File: config.mk
export PLATFORM = sky130hd
export DESIGN_NAME = frame_slot_ring_manager_top
export DESIGN_NICKNAME = d
export VERILOG_FILES = /design/src/design/fsrm_pkg.sv /design/src/design/fsrm_meta_ram.sv /design/src/design/frame_slot_ring_manager_top.sv
export SDC_FILE = /design/constraint.sdc
export NUM_CORES = 2
export LEC_CHECK = 0
export ABC_AREA = 1
export BUFFER_PORTS_ARGS = -buffer_cell sky130_fd_sc_hd__buf_2
export CAP_MARGIN = 20
export CORE_MARGIN = 10
export CORE_UTILIZATION = 55
export CTS_CLUSTER_SIZE = 28
export DETAILED_ROUTE_END_ITERATION = 6
export HOLD_SLACK_MARGIN = 0.06
export PLACE_DENSITY = 0.73
export SLEW_MARGIN = 20
export SYNTH_ARGS = -nofsm -noshare
export SYNTH_HDL_FRONTEND = slang
export SYNTH_HIERARCHICAL = 1
export SYNTH_SLANG_ARGS = --single-unit
File: constraint.sdc
create_clock -name clk -period 17.6 [get_ports clk]
set_input_delay 0.88 -clock clk [delete_from_list [all_inputs] [get_ports clk]]
set_output_delay 0.88 -clock clk [all_outputs]
set_load 0.05 [all_outputs]
File: src/design/fsrm_pkg.sv
// Package for the frame slot ring manager: types, codes, sizes and helpers.
`default_nettype none
package fsrm_pkg;

	// Ring size and derived widths
	localparam int SLOT_COUNT = 4;
	localparam int PTR_W = (SLOT_COUNT > 1) ? $clog2(SLOT_COUNT) : 1;
	localparam int CNT_W = $clog2(SLOT_COUNT + 1);

	// Header size rule: need = HDR_FIXED_BYTES + w*bpp*(h + RESERVED_LINES)
	localparam int HDR_FIXED_BYTES = 6;
	localparam int RESERVED_LINES = 4;
	localparam int WB_W = 24;               // w * bpp
	localparam int LINES_W = 17;            // h + reserved lines
	localparam int PROD_W = WB_W + LINES_W; // w * bpp * (h + reserved)
	localparam int NEED_W = PROD_W + 1;     // plus fixed header bytes

	typedef enum logic [1:0] {
		REQ_PUSH = 2'd0,
		REQ_DEQUEUE = 2'd1,
		REQ_RELEASE = 2'd2,
		REQ_RSVD = 2'd3
	} req_type_t;

	typedef enum logic [2:0] {
		ST_STORED = 3'd0,
		ST_REJECTED = 3'd1,
		ST_DROPPED = 3'd2,
		ST_GIVEN = 3'd3,
		ST_EMPTY = 3'd4,
		ST_RELEASED = 3'd5
	} status_t;

	typedef enum logic [2:0] {
		S_IDLE,
		S_MUL1,
		S_MUL2,
		S_READ,
		S_RESP
	} state_t;

	// Request word
	typedef struct packed {
		req_type_t req_type;
		logic [15:0] frame_width;
		logic [15:0] frame_height;
		logic [7:0] bytes_per_pixel;
		logic [7:0] pixel_format;
		logic [31:0] payload_length;
		logic [63:0] frame_time;
		logic [1:0] release_slot;
	} req_word_t;

	// Response word
	typedef struct packed {
		status_t status;
		logic [1:0] slot_index;
		logic [15:0] out_width;
		logic [15:0] out_height;
		logic [7:0] out_bpp;
		logic [7:0] out_format;
		logic [63:0] out_time;
	} rsp_word_t;

	// Per-slot metadata held in the slot memory
	typedef struct packed {
		logic [15:0] width;
		logic [15:0] height;
		logic [7:0] bpp;
		logic [7:0] format;
		logic [63:0] time_stamp;
	} meta_t;

	// Advance a ring pointer with wrap
	function automatic logic [PTR_W-1:0] ring_next(input logic [PTR_W-1:0] p);
		logic [PTR_W-1:0] r;
		if (p == PTR_W'(SLOT_COUNT - 1)) begin
			r = '0;
		end else begin
			r = p + 1'b1;
		end
		return r;
	endfunction

endpackage
`default_nettype wire

File: src/design/fsrm_meta_ram.sv
// Generic single-port-write, registered-read RAM for slot metadata.
`default_nettype none
module fsrm_meta_ram #(
	parameter int DEPTH = 4,
	parameter int ADDR_W = 2,
	parameter int DATA_W = 112
) (
	input wire logic clk,
	input wire logic we,
	input wire logic [ADDR_W-1:0] waddr,
	input wire logic [DATA_W-1:0] wdata,
	input wire logic re,
	input wire logic [ADDR_W-1:0] raddr,
	output logic [DATA_W-1:0] rdata
);

	logic [DATA_W-1:0] mem [DEPTH];

	// Write port
	always_ff @(posedge clk) begin
		if (we) begin
			mem[waddr] <= wdata;
		end
	end

	// Read port, registered output
	always_ff @(posedge clk) begin
		if (re) begin
			rdata <= mem[raddr];
		end
	end

endmodule
`default_nettype wire

File: src/design/frame_slot_ring_manager_top.sv
// Top level of the frame slot ring manager: request sequencer, ring state and response register.
//
// Usage:
//   req channel (req_valid/req_ready/req) carries one request word: push a
//   frame header, dequeue the oldest frame, or release a held slot.
//   rsp channel (rsp_valid/rsp_ready/rsp) returns exactly one response word
//   per request, in request order.
// Steps: a push walks two registered multiplies for the length check, then
//   the ring update; a dequeue waits for the metadata memory read; release
//   and unknown codes go straight to the response step.
// The sequencer takes one request at a time: a new request is accepted only
//   after the previous one has walked those steps.
// The response sits in an output register; the next request is accepted
//   while it waits. If rsp_ready stays low, the following request finishes
//   its work and holds in its last step until the output register frees.
// Reset (arst_n low): pointers, frame count and hold marks clear, no
//   response is pending. Slot metadata is not cleared; a dequeue only
//   reads slots that a push wrote.
`default_nettype none
module frame_slot_ring_manager_top (
	input wire logic clk,
	input wire logic arst_n,
	input wire logic req_valid,
	output logic req_ready,
	input wire fsrm_pkg::req_word_t req,
	output logic rsp_valid,
	input wire logic rsp_ready,
	output fsrm_pkg::rsp_word_t rsp
);

	localparam int PW = fsrm_pkg::PTR_W;
	localparam int DEPTH = fsrm_pkg::SLOT_COUNT;

	fsrm_pkg::state_t state_q, state_d;
	fsrm_pkg::req_word_t req_q;
	logic [fsrm_pkg::WB_W-1:0] wb_s1;
	logic [fsrm_pkg::PROD_W-1:0] prod_s2;
	logic [PW-1:0] rp_q, rp_d, wp_q, wp_d;
	logic [fsrm_pkg::CNT_W-1:0] cnt_q, cnt_d;
	logic [DEPTH-1:0] held_q, held_d;
	fsrm_pkg::rsp_word_t rsp_q, rsp_d;
	logic rsp_valid_q;
	logic fire;

	// Metadata memory interface
	logic mem_we, mem_re;
	logic [PW-1:0] mem_waddr;
	fsrm_pkg::meta_t mem_wdata, mem_rdata;
	logic [$bits(fsrm_pkg::meta_t)-1:0] mem_rdata_raw;

	fsrm_meta_ram #(
		.DEPTH(DEPTH),
		.ADDR_W(PW),
		.DATA_W($bits(fsrm_pkg::meta_t))
	) u_meta_ram (
		.clk(clk),
		.we(mem_we),
		.waddr(mem_waddr),
		.wdata(mem_wdata),
		.re(mem_re),
		.raddr(rp_q),
		.rdata(mem_rdata_raw)
	);

	assign mem_rdata = mem_rdata_raw;
	assign mem_re = (state_q == fsrm_pkg::S_READ);

	assign req_ready = (state_q == fsrm_pkg::S_IDLE);
	assign rsp_valid = rsp_valid_q;
	assign rsp = rsp_q;

	// Final step fires once the output register is free
	assign fire = (state_q == fsrm_pkg::S_RESP) && (!rsp_valid_q || rsp_ready);

	// Length check: need = 6 + w*bpp*(h + 4)
	logic [fsrm_pkg::NEED_W-1:0] need;
	logic hdr_bad;
	assign need = {1'b0, prod_s2} + fsrm_pkg::NEED_W'(fsrm_pkg::HDR_FIXED_BYTES);
	assign hdr_bad = (req_q.frame_width == '0) || (req_q.frame_height == '0) ||
			(req_q.bytes_per_pixel == '0) ||
			({{(fsrm_pkg::NEED_W - 32){1'b0}}, req_q.payload_length} < need);

	// Eviction scan: first unheld slot walking from the read pointer
	logic evict_found;
	logic [PW-1:0] victim_slot;
	always_comb begin
		logic [PW:0] sum;
		evict_found = 1'b0;
		victim_slot = '0;
		for (int i = 0; i < DEPTH; i++) begin
			sum = {1'b0, rp_q} + (PW + 1)'(i);
			if (sum >= (PW + 1)'(DEPTH)) begin
				sum = sum - (PW + 1)'(DEPTH);
			end
			if (!evict_found && !held_q[sum[PW-1:0]]) begin
				evict_found = 1'b1;
				victim_slot = sum[PW-1:0];
			end
		end
	end

	// Next state, ring update and response
	always_comb begin
		logic full;
		logic [PW-1:0] target;
		logic [PW-1:0] rel_idx;
		state_d = state_q;
		rp_d = rp_q;
		wp_d = wp_q;
		cnt_d = cnt_q;
		held_d = held_q;
		rsp_d = '0;
		mem_we = 1'b0;
		mem_waddr = wp_q;
		mem_wdata.width = req_q.frame_width;
		mem_wdata.height = req_q.frame_height;
		mem_wdata.bpp = req_q.bytes_per_pixel;
		mem_wdata.format = req_q.pixel_format;
		mem_wdata.time_stamp = req_q.frame_time;
		full = (cnt_q == fsrm_pkg::CNT_W'(DEPTH));
		target = full ? victim_slot : wp_q;
		rel_idx = PW'(req_q.release_slot);

		unique case (state_q)
			fsrm_pkg::S_IDLE: begin
				if (req_valid) begin
					unique case (req.req_type)
						fsrm_pkg::REQ_PUSH: state_d = fsrm_pkg::S_MUL1;
						fsrm_pkg::REQ_DEQUEUE: state_d = fsrm_pkg::S_READ;
						default: state_d = fsrm_pkg::S_RESP;
					endcase
				end
			end
			fsrm_pkg::S_MUL1: state_d = fsrm_pkg::S_MUL2;
			fsrm_pkg::S_MUL2: state_d = fsrm_pkg::S_RESP;
			fsrm_pkg::S_READ: state_d = fsrm_pkg::S_RESP;
			fsrm_pkg::S_RESP: begin
				if (fire) begin
					state_d = fsrm_pkg::S_IDLE;
					unique case (req_q.req_type)
						fsrm_pkg::REQ_PUSH: begin
							if (hdr_bad) begin
								rsp_d.status = fsrm_pkg::ST_REJECTED;
							end else if (full && !evict_found) begin
								rsp_d.status = fsrm_pkg::ST_DROPPED;
							end else begin
								// Full ring: eviction and store leave the count as is
								if (full) begin
									if (victim_slot == rp_q) begin
										rp_d = fsrm_pkg::ring_next(rp_q);
									end
								end else begin
									cnt_d = cnt_q + 1'b1;
								end
								mem_we = 1'b1;
								mem_waddr = target;
								held_d[target] = 1'b0;
								wp_d = fsrm_pkg::ring_next(wp_q);
								rsp_d.status = fsrm_pkg::ST_STORED;
								rsp_d.slot_index = 2'(target);
							end
						end
						fsrm_pkg::REQ_DEQUEUE: begin
							if (cnt_q == '0) begin
								rsp_d.status = fsrm_pkg::ST_EMPTY;
							end else begin
								held_d[rp_q] = 1'b1;
								rp_d = fsrm_pkg::ring_next(rp_q);
								cnt_d = cnt_q - 1'b1;
								rsp_d.status = fsrm_pkg::ST_GIVEN;
								rsp_d.slot_index = 2'(rp_q);
								rsp_d.out_width = mem_rdata.width;
								rsp_d.out_height = mem_rdata.height;
								rsp_d.out_bpp = mem_rdata.bpp;
								rsp_d.out_format = mem_rdata.format;
								rsp_d.out_time = mem_rdata.time_stamp;
							end
						end
						fsrm_pkg::REQ_RELEASE: begin
							// Index beyond the ring is ignored
							if (32'(req_q.release_slot) < 32'(DEPTH)) begin
								held_d[rel_idx] = 1'b0;
							end
							rsp_d.status = fsrm_pkg::ST_RELEASED;
						end
						default: rsp_d.status = fsrm_pkg::ST_REJECTED;
					endcase
				end
			end
			default: state_d = fsrm_pkg::S_IDLE;
		endcase
	end

	// Control state
	always_ff @(posedge clk or negedge arst_n) begin
		if (!arst_n) begin
			state_q <= fsrm_pkg::S_IDLE;
			rp_q <= '0;
			wp_q <= '0;
			cnt_q <= '0;
			held_q <= '0;
			rsp_valid_q <= 1'b0;
		end else begin
			state_q <= state_d;
			rp_q <= rp_d;
			wp_q <= wp_d;
			cnt_q <= cnt_d;
			held_q <= held_d;
			if (fire) begin
				rsp_valid_q <= 1'b1;
			end else if (rsp_ready) begin
				rsp_valid_q <= 1'b0;
			end
		end
	end

	// Payload registers: captured request, multiply steps, response word
	always_ff @(posedge clk) begin
		if (req_valid && req_ready) begin
			req_q <= req;
		end
		if (state_q == fsrm_pkg::S_MUL1) begin
			wb_s1 <= fsrm_pkg::WB_W'(req_q.frame_width) * fsrm_pkg::WB_W'(req_q.bytes_per_pixel);
		end
		if (state_q == fsrm_pkg::S_MUL2) begin
			prod_s2 <= fsrm_pkg::PROD_W'(wb_s1) *
					fsrm_pkg::PROD_W'(fsrm_pkg::LINES_W'(req_q.frame_height) +
					fsrm_pkg::LINES_W'(fsrm_pkg::RESERVED_LINES));
		end
		if (fire) begin
			rsp_q <= rsp_d;
		end
	end

endmodule
`default_nettype wire
# Yosys cells after proc, flatten, opt, wreduce, memory -nomap -nowiden
# Memory sizes are Yosys's and may differ from the RTL's. A register that Yosys moved wholly into a read port is not among the register bits.
# Cells that the tools add are included.
dict set report word_totals {
  ff_bits 345
  mem_bits_rw 448
  out_inout_bits 119
  mem_count 1
}
# memory depth word_bits rd rd_ports_with_merged_regs write_ports line
set mem_list {}
lappend mem_list {u_meta_ram.mem 4 112 1 1 1 fsrm_meta_ram.sv:17} ;# logic [DATA_W-1:0] mem [DEPTH];
dict set report op_classes {
  n_addsub 13
  n_mul 2
  magnitude_cmp 15
  n_eq_ne 19
  n_mux 70
  bitwise 9
  n_reduce_logical 37
}
# op n
set op_table {}
lappend op_table {{$mux 114} 1}
lappend op_table {{$mux 2} 25}
lappend op_table {{$add 41x3->42 const B} 1}
lappend op_table {{$lt 32x42->1} 1}
lappend op_table {{$mul 24x17->41} 1}
lappend op_table {{$logic_not 16->1} 2}
lappend op_table {{$mul 16x8->24} 1}
lappend op_table {{$lt 2x3->1 const B} 7}
lappend op_table {{$mux 3} 7}
lappend op_table {{$mux 1} 20}
lappend op_table {{$add 16x3->17 const B} 1}
lappend op_table {{$ne 2x2->1 const B} 8}
lappend op_table {{$mux 4} 3}
lappend op_table {{$pmux 3 s2} 2}
lappend op_table {{$pmux 3 s4} 1}
lappend op_table {{$pmux 4 s3} 1}
lappend op_table {{$ge 3x3->1 const B} 3}
lappend op_table {{$logic_and 1x1->1} 9}
lappend op_table {{$pmux 3 s3} 1}
lappend op_table {{$and 4x4->4} 2}
lappend op_table {{$bmux 1 s2} 4}
lappend op_table {{$logic_not 8->1} 1}
lappend op_table {{$not 4->4} 2}
lappend op_table {{$pmux 2 s2} 2}
lappend op_table {{other kinds (30)} 59}

# Longest topological paths before layout
dict set report logic_depth {
  word_depth 24
  mapped_depth 35
}

# Cells and area by module
# The synthesis kept the hierarchy.
# mod n_inst cells_per_inst area_each_um2 seq_area_each_um2
set modules_own_cells {}
lappend modules_own_cells {frame_slot_ring_manager_top 1 3408 31461.4 10284.9}
lappend modules_own_cells {fsrm_meta_ram 1 1875 22190.0 16816.1}

# Least setup slack after synthesis
# No wires, ideal clock.
dict set report synth_timing {
  kind {flip-flop to flip-flop}
  startpoint {reg prod_s2[1] (netlist bit)}
  endpoint {mem u_meta_ram.mem[0][0] (enable)}
  arrival_time_ps 10524
  t_required_ps 16879
  path_slack_ps 6356
  stages_incl_launch_ff 20
  path_buffers 0
  synth_period_minus_slack_ps 11244
  path_cell_list {edfxtp_1 inv_1 ha_1 nor2_8 inv_2 nor3_1 nand3_1 nor2_1 xnor2_1 ha_1 nand2_1 inv_1 nand4_1 nor3_1 nand4_1 nand3_2 nand4_1 o21bai_1 nand2_1 nor3_1}
}
dict set report synth_via {
  elab_cells_between_ends 13
  cone_classes {add/sub (1); order compare (1); mux (10); reduce/logical (1)}
}
# item line
set synth_lines {}
lappend synth_lines {{start: declaration} frame_slot_ring_manager_top.sv:37} ;# logic [fsrm_pkg::PROD_W-1:0] prod_s2;
lappend synth_lines {{start signal: assignment} frame_slot_ring_manager_top.sv:226} ;# prod_s2 <= fsrm_pkg::PROD_W'(wb_s1) *
lappend synth_lines {{$add 41x3->42} frame_slot_ring_manager_top.sv:78} ;# assign need = {1'b0, prod_s2} + fsrm_pkg::NEED_W'(fsrm_pkg::HDR_FIXED_BYTES);
lappend synth_lines {{$lt 32x42->1} frame_slot_ring_manager_top.sv:81} ;# ({{(fsrm_pkg::NEED_W - 32){1'b0}}, req_q.payload_length} < need);
lappend synth_lines {{$logic_or 1x1->1} frame_slot_ring_manager_top.sv:80} ;# (req_q.bytes_per_pixel == '0) ||
lappend synth_lines {{$mux 2} frame_slot_ring_manager_top.sv:142} ;# if (hdr_bad) begin
lappend synth_lines {{$mux 2} frame_slot_ring_manager_top.sv:140} ;# unique case (req_q.req_type)
lappend synth_lines {{$mux 2} frame_slot_ring_manager_top.sv:138} ;# if (fire) begin
lappend synth_lines {{$mux 2} frame_slot_ring_manager_top.sv:124} ;# unique case (state_q)
lappend synth_lines {{named net mem_waddr[0]} frame_slot_ring_manager_top.sv:47} ;# logic [PW-1:0] mem_waddr;
lappend synth_lines {{end: declaration} fsrm_meta_ram.sv:17}
# The timed path passes the listed nets, and every way through them passes these cells.

# Final worst setup path
dict set report layout_timing {
  startpoint {reg req_q, in the netlist mem_wdata[82]}
  endpoint {reg prod_s2[34] (netlist bit), data pin}
}
dict set report layout_via {
  elab_chain_len 2
}
# item line
set layout_rtl {}
lappend layout_rtl {{start: declaration} frame_slot_ring_manager_top.sv:35} ;# fsrm_pkg::req_word_t req_q;
lappend layout_rtl {{start signal: assignment} frame_slot_ring_manager_top.sv:220} ;# req_q <= req;
lappend layout_rtl {{$add 16x3->17} frame_slot_ring_manager_top.sv:227} ;# fsrm_pkg::PROD_W'(fsrm_pkg::LINES_W'(req_q.frame_height) +
lappend layout_rtl {{$mul 24x17->41} frame_slot_ring_manager_top.sv:226}
# Every way passes these cells.
# A chain may end at the register's enable or synchronous reset.

==> metrics <==
status finished, final reports clean; Final Slew Violations 0; worst-margin pin slew 1.13 ns; vias in the first global route 37105; wire length per cell 18.6 um; critical path launch point type register; critical path data arrival time 9.19 ns; Max Cap Viol 0; first-pass GRT wire length 203000 um; core area 96700 um^2; Setup Fix Bufs, Post-CTS 0; Hold Path Class input port to async pin; Worst path max stage delay 0.74 ns; Synth Flop Type edfxtp_1; top-count cell post-synth inv_1; GRT overflow 0; Yosys reg bits 905; number of instances in the placed design 6682; cts hold-fix bufs 0; top cells by count, synth inv_1, nand2_1, edfxtp_1; CTS tree done; CTS resizes 0; setup TNS 0 ns; post-synthesis cell count 5283; DRT iter0 DRCs 3022; ranking of synthesized cells by area edfxtp_1, fa_1, inv_1; max_slew headroom 24.9%; area grow syn2layout 10.4%; largest net degree at the start of global routing 113; die area 110000 um^2; via count 36025; TritonRoute pass-1 iters 6; fin cells 6856; clk_lat worst skew 0.68 ns; Period minus WS final 8.78 ns; Post-Route WL 127000 um; initial antenna violation count 6; EDFF count, synth 890; DP HPWL 87400 um; sequential share of the synthesized area 50.5%; Net Count, Synth 6047; Worst EP required 18.01 ns; DP Worst Slack 8.98 ns; die width 332 um; Vias per Instance 5.25; CP most frequent cell inv_1; reg2reg setup slack 8.82 ns; Worst Skew 0.0550 ns; std cell rows 114; WS Path Type register to register; clk sinks 905; CP delay by family, top adder cells; final worst slack 8.82 ns; gr usage total 23.2%; Synth Cell Area 53700 um^2; H-Tree Depth 3; Crit. End Element register; Fin. Hold Viols 0; Worst Path Buf+Inv 6; RSZ-0062 raised after global routing no; Final #Nets 6264; Synth async-reset ratio 1.66%; Num CTS Buffers 92; die span in y 332 um; Worst R2R Path Depth 31; Synth Area per Inst 10.2 um^2; slowest CP cell xor2_1; Synth warnings 6; worst r2r dst prod_s2[34]$_DFFE_PP_; Synth top area share 49.8%; layout cell share with drive strength beyond 1 8.70%; Fmax 0.114 GHz; initial core utilization 55.5%; clk slew on worst S/H paths 0.06 ns; clock tree buffer depth 3; DRC Markers 0; GPL Wtd Cong 0.943; num ports 271; RR Startpoint mem_wdata[82]$_DFFE_PP_; Yosys top cell by area edfxtp_1; period utilization 49.9%; Max FO, Critical Path 21; Antenna Nets Post-Route 0; clock root cell clkbuf_16; setup violators final 0; Yosys cell types 52; IO Port Bufs 270
[metal layers]
metal / GRT usage, % / share of wire [%] / vias up
met2: 39.2 / 49 / 1401
met5: 0 / 0.0079 / -
met4: 8.04 / 3.1 / 2
met1: 30.1 / 40 / 17657
li1: - / - / 16736
met3: 4.02 / 8.1 / 229
[area by class of cell]
type,instances,area [um^2]
repair buffers,300,1610
clock buffers,109,2390
well taps,1276,1600
diodes,4,10.0
flip-flops and latches,905,27100
clock inverters,61,736
fillers,7671,37500
multi-input cells,2914,21000
inverters,1287,4840
[worst reg2reg max path, delay by kind of cell, from the launching register on]
family / cells / cell delay (ns)
adder cells (fa/ha/maj): 8 / 3.45
AO/OA/AOI/OAI: 5 / 1.40
AND/OR/NAND/NOR: 11 / 1.34
buffers and inverters: 6 / 1.06
XOR/XNOR: 1 / 0.74
flip-flops: 1 / 0.60
[logic make-up (layout without fill, tap and decap cells)]
kind of cell	after synthesis	after routing	share of synthesized area (%)
AO/OA/AOI/OAI	196	196	2.06
XOR/XNOR	88	88	1.44
adder cells (fa/ha/maj)	612	612	20.1
buffers and inverters	1464	1757	10.5
flip-flops	905	905	50.5
other	0	4	0
AND/OR/NAND/NOR	2018	2018	15.4
[worst max path at each step]
stage / startpoint / end / slack [ns] / depth (start not counted)
after floorplan: prod_s2[1]$_DFFE_PP_ / u_meta_ram/mem[0][0]$_DFFE_PP_ / 6.36 / 19
after global routing: mem_wdata[82]$_DFFE_PP_ / prod_s2[34]$_DFFE_PP_ / 8.19 / 31
after detailed placement: mem_wdata[82]$_DFFE_PP_ / prod_s2[34]$_DFFE_PP_ / 8.98 / 31
after CTS: mem_wdata[82]$_DFFE_PP_ / prod_s2[34]$_DFFE_PP_ / 8.97 / 31
after global placement: mem_wdata[82]$_DFFE_PP_ / prod_s2[25]$_DFFE_PP_ / 9.04 / 27
final: mem_wdata[82]$_DFFE_PP_ / prod_s2[34]$_DFFE_PP_ / 8.82 / 31
[through the flow]
stage / hold slack [ns] / cell area, um^2 / utilization [%]
2_1_floorplan: 0.459 / 53700 / -
3_3_place_gp: 0.471 / 56100 / 58.0
3_5_place_dp: 0.479 / 56100 / 58.0
4_1_cts: 0.103 / 59200 / 61.2
5_1_grt: 0.136 / 59200 / 61.3
6_report: 0.131 / 59200 / 61.3
[state kept, by name, indices dropped and copies added (netlist names)]
name,cells
mem_wdata,112
rsp,117
prod_s2,41
state_q,3
req_q,36
cnt_q,3
u_meta_ram/rdata,112
held_q,4
wb_s1,24
wp_q,2
rp_q,2
u_meta_ram/mem,448
rsp_valid,1
[layout by cell type, fill, tap and decap left out, types with 18 or more instances in the layout]
cell type  instances
buf_2            270
o21ai_0           47
nand3_1          280
edfxtp_1         890
fa_1             414
nand2_1         1271
inv_1           1277
nor2_1           348
nand4_1           41
xnor2_1           35
ha_1             198
a21oi_1           91
xor2_1            52
clkinv_1          20
buf_4             27
clkbuf_16         93
clkinv_2          18
Power is left out: the tool's default activity adds up to more than one toggle a clock period on the data nets, which glitch-free logic cannot reach.
